--- src/sv/sm4_block_cipher_defines.svh ---
// Assertion macros shared by the SM4 block cipher RTL.
`ifndef SM4_BLOCK_CIPHER_DEFINES_SVH
`define SM4_BLOCK_CIPHER_DEFINES_SVH

// Same-cycle implication, checked out of reset.
`define SM4_ASSERT_IMPLY(label, clk, rst_n, cond, expr, msg) \
    label: assert property (@(posedge clk) disable iff (!rst_n) (cond) |-> (expr)) \
        else $error(msg);

// Next-cycle implication, checked out of reset.
`define SM4_ASSERT_NEXT(label, clk, rst_n, cond, expr, msg) \
    label: assert property (@(posedge clk) disable iff (!rst_n) (cond) |=> (expr)) \
        else $error(msg);

`endif

--- src/sv/sm4_pkg.sv ---
// Types, constants and round functions of the SM4 block cipher.
package sm4_pkg;

    localparam int NUM_ROUNDS = 32;
    localparam int RK_IDX_W   = 5;

    typedef logic [127:0]                  block_t;
    typedef logic [NUM_ROUNDS-1:0][31:0]   rk_array_t;
    typedef logic [1:0]                    cfg_index_t;

    localparam cfg_index_t REG_KEY_HIGH     = 2'd0;
    localparam cfg_index_t REG_KEY_LOW      = 2'd1;
    localparam cfg_index_t REG_DECRYPT_MODE = 2'd2;

    localparam logic [31:0] FK0 = 32'hA3B1BAC6;
    localparam logic [31:0] FK1 = 32'h56AA3350;
    localparam logic [31:0] FK2 = 32'h677D9197;
    localparam logic [31:0] FK3 = 32'hB27022DC;

    localparam logic [7:0] SBOX [256] = '{
        8'hD6,8'h90,8'hE9,8'hFE,8'hCC,8'hE1,8'h3D,8'hB7,8'h16,8'hB6,8'h14,8'hC2,8'h28,8'hFB,8'h2C,8'h05,
        8'h2B,8'h67,8'h9A,8'h76,8'h2A,8'hBE,8'h04,8'hC3,8'hAA,8'h44,8'h13,8'h26,8'h49,8'h86,8'h06,8'h99,
        8'h9C,8'h42,8'h50,8'hF4,8'h91,8'hEF,8'h98,8'h7A,8'h33,8'h54,8'h0B,8'h43,8'hED,8'hCF,8'hAC,8'h62,
        8'hE4,8'hB3,8'h1C,8'hA9,8'hC9,8'h08,8'hE8,8'h95,8'h80,8'hDF,8'h94,8'hFA,8'h75,8'h8F,8'h3F,8'hA6,
        8'h47,8'h07,8'hA7,8'hFC,8'hF3,8'h73,8'h17,8'hBA,8'h83,8'h59,8'h3C,8'h19,8'hE6,8'h85,8'h4F,8'hA8,
        8'h68,8'h6B,8'h81,8'hB2,8'h71,8'h64,8'hDA,8'h8B,8'hF8,8'hEB,8'h0F,8'h4B,8'h70,8'h56,8'h9D,8'h35,
        8'h1E,8'h24,8'h0E,8'h5E,8'h63,8'h58,8'hD1,8'hA2,8'h25,8'h22,8'h7C,8'h3B,8'h01,8'h21,8'h78,8'h87,
        8'hD4,8'h00,8'h46,8'h57,8'h9F,8'hD3,8'h27,8'h52,8'h4C,8'h36,8'h02,8'hE7,8'hA0,8'hC4,8'hC8,8'h9E,
        8'hEA,8'hBF,8'h8A,8'hD2,8'h40,8'hC7,8'h38,8'hB5,8'hA3,8'hF7,8'hF2,8'hCE,8'hF9,8'h61,8'h15,8'hA1,
        8'hE0,8'hAE,8'h5D,8'hA4,8'h9B,8'h34,8'h1A,8'h55,8'hAD,8'h93,8'h32,8'h30,8'hF5,8'h8C,8'hB1,8'hE3,
        8'h1D,8'hF6,8'hE2,8'h2E,8'h82,8'h66,8'hCA,8'h60,8'hC0,8'h29,8'h23,8'hAB,8'h0D,8'h53,8'h4E,8'h6F,
        8'hD5,8'hDB,8'h37,8'h45,8'hDE,8'hFD,8'h8E,8'h2F,8'h03,8'hFF,8'h6A,8'h72,8'h6D,8'h6C,8'h5B,8'h51,
        8'h8D,8'h1B,8'hAF,8'h92,8'hBB,8'hDD,8'hBC,8'h7F,8'h11,8'hD9,8'h5C,8'h41,8'h1F,8'h10,8'h5A,8'hD8,
        8'h0A,8'hC1,8'h31,8'h88,8'hA5,8'hCD,8'h7B,8'hBD,8'h2D,8'h74,8'hD0,8'h12,8'hB8,8'hE5,8'hB4,8'hB0,
        8'h89,8'h69,8'h97,8'h4A,8'h0C,8'h96,8'h77,8'h7E,8'h65,8'hB9,8'hF1,8'h09,8'hC5,8'h6E,8'hC6,8'h84,
        8'h18,8'hF0,8'h7D,8'hEC,8'h3A,8'hDC,8'h4D,8'h20,8'h79,8'hEE,8'h5F,8'h3E,8'hD7,8'hCB,8'h39,8'h48
    };

    function automatic logic [31:0] sm4_rotl(input logic [31:0] x, input int s);
        return (x << s) | (x >> (32 - s));
    endfunction

    function automatic logic [31:0] sm4_tau(input logic [31:0] x);
        return {SBOX[x[31:24]], SBOX[x[23:16]], SBOX[x[15:8]], SBOX[x[7:0]]};
    endfunction

    // Byte j of constant i is (4*i + j) * 7 modulo 256, most significant byte first.
    function automatic logic [31:0] sm4_ck(input logic [RK_IDX_W-1:0] idx);
        logic [31:0] c;
        logic [7:0]  pos;
        c = '0;
        for (int j = 0; j < 4; j++)
        begin
            pos = {1'b0, idx, 2'(j)};
            c   = {c[23:0], 8'(pos * 8'd7)};
        end
        return c;
    endfunction

    // One data round: the state shifts one word and the new word enters at the bottom.
    function automatic block_t sm4_round_f(input block_t x, input logic [31:0] rk);
        logic [31:0] b;
        logic [31:0] nx;
        b  = sm4_tau(x[95:64] ^ x[63:32] ^ x[31:0] ^ rk);
        nx = x[127:96] ^ b ^ sm4_rotl(b, 2) ^ sm4_rotl(b, 10) ^ sm4_rotl(b, 18)
             ^ sm4_rotl(b, 24);
        return {x[95:0], nx};
    endfunction

endpackage

--- src/sv/sm4_key_sched.sv ---
// Key registers and iterative key schedule that fills the round key store.
module sm4_key_sched (
    input  logic                  clk,
    input  logic                  rst_n,
    input  logic                  cfg_we,
    input  sm4_pkg::cfg_index_t   cfg_index,
    input  logic [63:0]           cfg_data,
    output sm4_pkg::rk_array_t    round_keys,
    output logic                  busy
);
    import sm4_pkg::*;

    logic [63:0]          key_high_reg;
    logic [63:0]          key_high_next;
    logic [63:0]          key_low_reg;
    logic [63:0]          key_low_next;
    logic                 key_write;
    logic [127:0]         w_reg;
    logic [31:0]          sched_b;
    logic [31:0]          new_key;
    logic [RK_IDX_W-1:0]  count_reg;
    logic                 busy_reg;
    rk_array_t            rk_reg;

    always_comb
    begin
        key_high_next = key_high_reg;
        key_low_next  = key_low_reg;
        key_write     = 1'b0;
        if (cfg_we)
        begin
            unique case (cfg_index)
                REG_KEY_HIGH:
                begin
                    key_high_next = cfg_data;
                    key_write     = 1'b1;
                end
                REG_KEY_LOW:
                begin
                    key_low_next = cfg_data;
                    key_write    = 1'b1;
                end
                default:
                begin
                    key_write = 1'b0;
                end
            endcase
        end
    end

    assign sched_b = sm4_tau(w_reg[95:64] ^ w_reg[63:32] ^ w_reg[31:0] ^ sm4_ck(count_reg));
    assign new_key = w_reg[127:96] ^ sched_b ^ sm4_rotl(sched_b, 13) ^ sm4_rotl(sched_b, 23);

    // A key write restarts the schedule from the new key, even mid-run.
    always_ff @(posedge clk or negedge rst_n)
    begin
        if (!rst_n)
        begin
            key_high_reg <= '0;
            key_low_reg  <= '0;
            w_reg        <= {FK0, FK1, FK2, FK3};
            count_reg    <= '0;
            busy_reg     <= 1'b1;
        end
        else if (key_write)
        begin
            key_high_reg <= key_high_next;
            key_low_reg  <= key_low_next;
            w_reg        <= {key_high_next[63:32] ^ FK0, key_high_next[31:0] ^ FK1,
                             key_low_next[63:32] ^ FK2, key_low_next[31:0] ^ FK3};
            count_reg    <= '0;
            busy_reg     <= 1'b1;
        end
        else if (busy_reg)
        begin
            w_reg     <= {w_reg[95:0], new_key};
            count_reg <= count_reg + 1'b1;
            if (count_reg == RK_IDX_W'(NUM_ROUNDS - 1))
            begin
                busy_reg <= 1'b0;
            end
        end
    end

    always_ff @(posedge clk)
    begin
        if (busy_reg && !key_write)
        begin
            rk_reg[count_reg] <= new_key;
        end
    end

    assign round_keys = rk_reg;
    assign busy       = busy_reg;

endmodule

--- config.mk ---
export PLATFORM = sky130hd
export DESIGN_NAME = sm4_key_sched
export DESIGN_NICKNAME = d
export VERILOG_FILES = /design/src/sv/sm4_block_cipher_defines.svh /design/src/sv/sm4_pkg.sv /design/src/sv/sm4_key_sched.sv
export SDC_FILE = /design/constraint.sdc
export NUM_CORES = 2
export LEC_CHECK = 0
export BUFFER_PORTS_ARGS = -buffer_cell sky130_fd_sc_hd__buf_2
export CORE_AREA = 2 2 432 434
export CTS_CLUSTER_DIAMETER = 120
export CTS_CLUSTER_SIZE = 40
export DETAILED_ROUTE_END_ITERATION = 10
export DIE_AREA = 0 0 434 436
export MAX_ROUTING_LAYER = met4
export PLACE_DENSITY = 0.48
export REMOVE_ABC_BUFFERS = 1
export SYNTH_ARGS = -nofsm -noshare
export SYNTH_HDL_FRONTEND = slang
export SYNTH_SLANG_ARGS = --single-unit
--- constraint.sdc ---
create_clock -name clk -period 13.45 [get_ports clk]
set_input_delay 0.6725 -clock clk [delete_from_list [all_inputs] [get_ports clk]]
set_output_delay 0.6725 -clock clk [all_outputs]
set_load 0.03 [all_outputs]
### Yosys cells after proc, flatten, opt, wreduce, memory -nomap -nowiden

Memory sizes are Yosys's and may differ from the RTL's.
Index checks and enable logic that the tools add are counted.
W data, S select, Z words.

| word-level totals | value |
|---|---|
| flip-flop bits (word level) | 1286 |
| bits in latches | 0 |
| bits in writable memories | 0 |
| ROM bits | 8192 |
| bits of input ports | 69 |
| memories | 4 |

Memories:

| memory | depth | width | rd ports | clocked after Yosys merged registers in | write ports | line | text |
|---|---|---|---|---|---|---|---|
| (no name shown) | 256 | 8 | 1 | 0 | 0 | sm4_pkg.sv:44 | `return {SBOX[x[31:24]], SBOX[x[23:16]], SBOX[x[15:8]], SBOX[x[7:0]]};` |
| (no name shown) | 256 | 8 | 1 | 0 | 0 | sm4_pkg.sv:44 |  |
| (no name shown) | 256 | 8 | 1 | 0 | 0 | sm4_pkg.sv:44 |  |
| (no name shown) | 256 | 8 | 1 | 0 | 0 | sm4_pkg.sv:44 |  |

| cells by class | value |
|---|---|
| add/sub/neg operators | 1 |
| multipliers | 4 |
| divide/modulo/power cells | 0 |
| order comparisons | 6 |
| eq/ne operators | 2 |
| shift-type cells | 0 |
| muxes and demuxes | 24 |
| bitwise gates (word level) | 16 |
| reduce and logical (&&, ||, !) cells | 6 |

Operators with widths:

| operator | count |
|---|---|
| $bwmux W1024 | 1 |
| $mux W128 | 2 |
| $mux W64 | 4 |
| $xor A32 B32 Y32 | 6 |
| $demux W32 S5 | 1 |
| $mux W8 | 8 |
| $ge A9 B9 Y1 const B | 4 |
| $not A8 Y9 | 4 |
| $mux W32 | 1 |
| $or A32 B13 Y32 | 1 |
| $or A32 B23 Y32 | 1 |
| $not A14 Y14 | 2 |
| $not A19 Y19 | 1 |
| $not A17 Y17 | 1 |
| $mul A7 B3 Y8 const B | 2 |
| $mux W5 | 2 |
| $mul A6 B3 Y7 const B | 1 |
| $lt A5 B6 Y1 const B | 1 |
| $mul A5 B3 Y6 const B | 1 |
| $add A5 B1 Y5 const B | 1 |
| $eq A5 B5 Y1 const B | 1 |
| $ge A5 B1 Y1 const B | 1 |
| $mux W1 | 5 |
| $eq A2 B1 Y1 const B | 1 |
| other kinds (5) | 6 |

### Depth between registers and ports, before layout

| logic depth | value |
|---|---|
| depth after elaboration | 12 |
| gate-level depth with buffers | 19 |
| gate-level depth less buffers | 15 |

### Worst setup path before layout

Ideal clock, no wire load.

| timing | value |
|---|---|
| path type | register to register |
| from | register count_reg[2] |
| to | register rk_reg (netlist bit round_keys[1014]), data pin |
| library setup time | 0.395 ns |
| arrival | 5.312 ns |
| data required time | 13.055 ns |
| setup slack | 7.743 ns |
| cell stages (with the launch flop) | 15 |
| cell sequence | dfrtp_1 fa_1 ha_1 inv_1 fa_1 xor2_1 xor2_1 clkbuf_1 buf_2 a21boi_0 o31ai_1 a21oi_1 nor4_2 xnor3_1 xnor2_1 |

| on the way | value |
|---|---|
| cells in the longest elaborated chain, start to end | 10 |
| elaborated cells between the ends (all ways) | 27 |
| those cells by class | mul: 3; order compare: 2; mux: 9; bitwise: 9; reduce/logical: 1; memory: 3 |

RTL lines:

| element | line | text |
|---|---|---|
| start, declared | sm4_key_sched.sv:21 | `logic [RK_IDX_W-1:0] count_reg;` |
| start signal, assigned | sm4_key_sched.sv:77 | `count_reg <= count_reg + 1'b1;` |
| $mul A7 B3 Y8 or $mul A6 B3 Y7 (tied branches) | sm4_pkg.sv:55 | `c = {c[23:0], 8'(pos * 8'd7)};` |
| $xor A32 B32 Y32 * | sm4_key_sched.sv:51 | `assign sched_b = sm4_tau(w_reg[95:64] ^ w_reg[63:32] ^ w_reg[31:0] ^ sm4_ck(count_reg));` |
| $not A8 Y9 (not written as such) | sm4_pkg.sv:44 |  |
| $mem_v2 Z256 W8 | - |  |
| $mux W8 (not written as such) (2 in a row) | sm4_pkg.sv:44 |  |
| $xor A32 B32 Y32 or $or A32 B13 Y32 (tied branches) | sm4_key_sched.sv:52, sm4_pkg.sv:40 |  |
| $xor A32 B32 Y32 | sm4_key_sched.sv:52 | `assign new_key = w_reg[127:96] ^ sched_b ^ sm4_rotl(sched_b, 13) ^ sm4_rotl(sched_b, 23);` |
| $xor A32 B32 Y32 * | sm4_key_sched.sv:52 |  |
| named net new_key[22] | sm4_key_sched.sv:20 | `logic [31:0] new_key;` |
| $bwmux W1024 * | sm4_key_sched.sv:89 | `rk_reg[count_reg] <= new_key;` |
| end signal, assigned by index | sm4_key_sched.sv:89 |  |
| end, declared | sm4_key_sched.sv:23 | `rk_array_t rk_reg;` |

Mark *: on every way through the listed nets, which the timed path passes. The rest lies on a longest branch. The select of a mux whose other input is x is not followed.
A chain may end at the register's enable or synchronous reset.

### Worst setup path in the final report

| timing | value |
|---|---|
| from | register count_reg[0] |
| to | register rk_reg (netlist bit round_keys[653]), data pin |

| on the way | value |
|---|---|
| cells in the longest elaborated chain, start to end | 10 |
| elaborated cells between the ends (all ways) | 27 |
| those cells by class | mul: 3; order compare: 2; mux: 9; bitwise: 9; reduce/logical: 1; memory: 3 |

RTL lines:

| element | line |
|---|---|
| $mul A7 B3 Y8 or $mul A6 B3 Y7 (tied branches) | sm4_pkg.sv:55 |
| $xor A32 B32 Y32 * | sm4_key_sched.sv:51 |
| $not A8 Y9 (not written as such) | sm4_pkg.sv:44 |
| $mem_v2 Z256 W8 | - |
| $mux W8 (not written as such) (2 in a row) | sm4_pkg.sv:44 |
| $or A32 B13 Y32 or $xor A32 B32 Y32 (tied branches) | sm4_pkg.sv:40, sm4_key_sched.sv:52 |
| $xor A32 B32 Y32 | sm4_key_sched.sv:52 |
| $xor A32 B32 Y32 * | sm4_key_sched.sv:52 |
| named net new_key[13] | sm4_key_sched.sv:20 |
| $bwmux W1024 * | sm4_key_sched.sv:89 |

Marked as above.

==> metrics <==
register area share after synthesis=0.650; CTS resizes=0; initial antenna violation count=26; synthesized cell area=57500 µm²; Layout area overhead=19.2%; clk_lat worst skew=between 0.7 and 0.8 ns; number of synthesized flops with an enable pin=1024; Starting DRT DRC Count=5701; Die ar.=189000 µm²; starting density of the core=0.311; WP data arrival=7.91 ns; min-delay worst type=in -> async; Final setup viols=0; Netlist cell types=95; Clock Skew=0.0672 ns; GR Overflow Total=0; Post-DRT Antenna Nets=0; max reg flops=1024; vias per inst=about 5.7; most frequent cell after synthesis=edfxtp_1; # port buffers=1093; Final period util=0.551; Rows=158; Slew HR=0.0912; top cell type by total area after synthesis=edfxtp_1; minimum clock period=7.41 ns; top post-synthesis cells by count=edfxtp_1, nand2_1, nor2_1; GP Congestion=1.01; Least-Margin Pin Slew=1.36 ns; Setup CP Type=reg -> reg; CTS tree=done; Setup crit end kind=register; max-slew violations=0; clk slew on worst S/H paths=0.14 ns; clk root buf=clkbuf_16; chip width=434 µm; Synth Instances=4554; Yosys top cell area share=0.535; Fin Setup TNS=0 ns; status=finished, violations left; core footprint=about 180000 µm²; Required @ worst endpoint=13.95 ns; crit path launch type=register; failing checks=negative hold slack; Synth Area per Inst=about 13 µm²; CTS sink count=roughly 1.3k; Ys Warns=0; GRT Util Overall=0.299; share of cells above drive strength 1=0.293; top_reg_cell synth=edfxtp_1; Max Buffers Root-to-Sink=3; via count=between 40k and 50k; NumNets Final=5652; final wirelength=285 mm; cts hold-fix bufs=0; final hold viol count=5; vias in the first global route=43.2k; Setup Fix Bufs, Post-CTS=0; drt pass-1 iters=6; async set-reset flop share out of synthesis=0.204; WL/cell=35.4 µm; WHS=-0.0297 ns; Final HPWL DP=196 mm; pin count of the biggest net entering global routing=137; synth top area cells=edfxtp_1, dfrtp_1, nand2_1, dfstp_2, a21oi_1; H-tree depth=2; achievable frequency=135 MHz; Residual DRC=0; RSZ-0062 raised after global routing=false; number of max-cap violations=0; io pins=between 1k and 1.5k; utilization after layout=0.371; first-pass GRT wire length=385 mm; synthesis-stage register bit count=1286; CTS Buf Count=46; CP Max Fanout=31; Die H=436 µm
## logic make-up (layout without fill, tap and decap cells)
logic type / Yosys count / in the layout / synth area share
DFF: 1286 / 1286 / 0.650
AOI/OAI and AO/OA: 1210 / 1210 / 0.141
and+or+nand+nor: 1209 / 1209 / 0.0915
buffers and inverters: 366 / 1365 / 0.0253
muxes: 218 / 218 / 0.0404
xor gates and xnor gates: 211 / 211 / 0.0385
adders and majority gates: 54 / 54 / 0.0128
other: 0 / 17 / 0
## worst max-delay path: stages, from the launching register on
cell and delay (ns):
dfrtp_1 1.03, fa_1 0.65, fa_1 0.56, xnor2_1 0.51
xor2_4 0.37, buf_4 0.38, nor2_1 0.29, o31ai_1 0.12
a32oi_1 0.29, o211ai_1 0.27, a31o_2 0.32, a32oi_1 0.76
xnor2_1 0.24, xnor2_2 0.78, buf_4 0.52
## stage by stage
step,std cells,area (µm²),hold WS (ns),setup slack [ns]
4_1_cts,8033,68500,0.0365,6.06
5_1_grt,8042,68500,0.0535,5.87
2_1_floorplan,4213,56100,0.377,3.86
3_5_place_dp,7962,66900,0.432,6.10
6_report,8050,68500,-0.0297,6.04
3_3_place_gp,7962,66900,0.427,6.07
## cell usage in the layout, fill, tap and decap left out, types with 41 or more instances in the layout
cell / n
xnor2_2: 41
mux2i_1: 131
ha_1: 45
a211oi_1: 80
nand3_1: 111
dfstp_2: 64
xor2_1: 41
nor3_1: 85
mux2_2: 84
buf_4: 176
a311oi_1: 47
nor2_1: 312
nand2_1: 514
dfrtp_1: 197
edfxtp_1: 1024
clkbuf_16: 46
a21oi_1: 305
xnor2_1: 84
o22ai_1: 45
o21ai_0: 249
buf_2: 1091
o211ai_1: 76
a31oi_1: 56
## final timing paths
path,to,startpoint,slack [ns],cells past startpoint
max in group asynchronous,w_reg[16],rst_n,11.97,2
worst max register to register,round_keys[653],count_reg[0],6.04,14
worst max-delay path,round_keys[653],count_reg[0],6.04,14
worst min-delay path,key_high_reg[9],rst_n,-0.03,1
min in group clk,w_reg[36],cfg_data[36],0.08,2
worst min register to register,w_reg[48],key_low_reg[48],0.39,1
## layout make-up
class / instances / area (µm²)
fill: 18298 / 116000
sequential: 1286 / 37400
multi-input combinational: 2902 / 19400
timing repair buffer: 1269 / 6820
tap: 2480 / 3100
clock buffer: 51 / 1180
clock inverter: 20 / 434
inverter: 25 / 95.1
antenna: 17 / 42.5
## metal layers
layer	track usage	vias up	share of wire
li1	-	19263	-
met1	0.383	23840	0.41
met2	0.468	2560	0.47
met3	0.0493	514	0.073
met4	0.130	0	0.053
met5	-	-	0
Power is not shown: default switching activity piles up to over one toggle a cycle in this logic, so the estimate is an artifact.
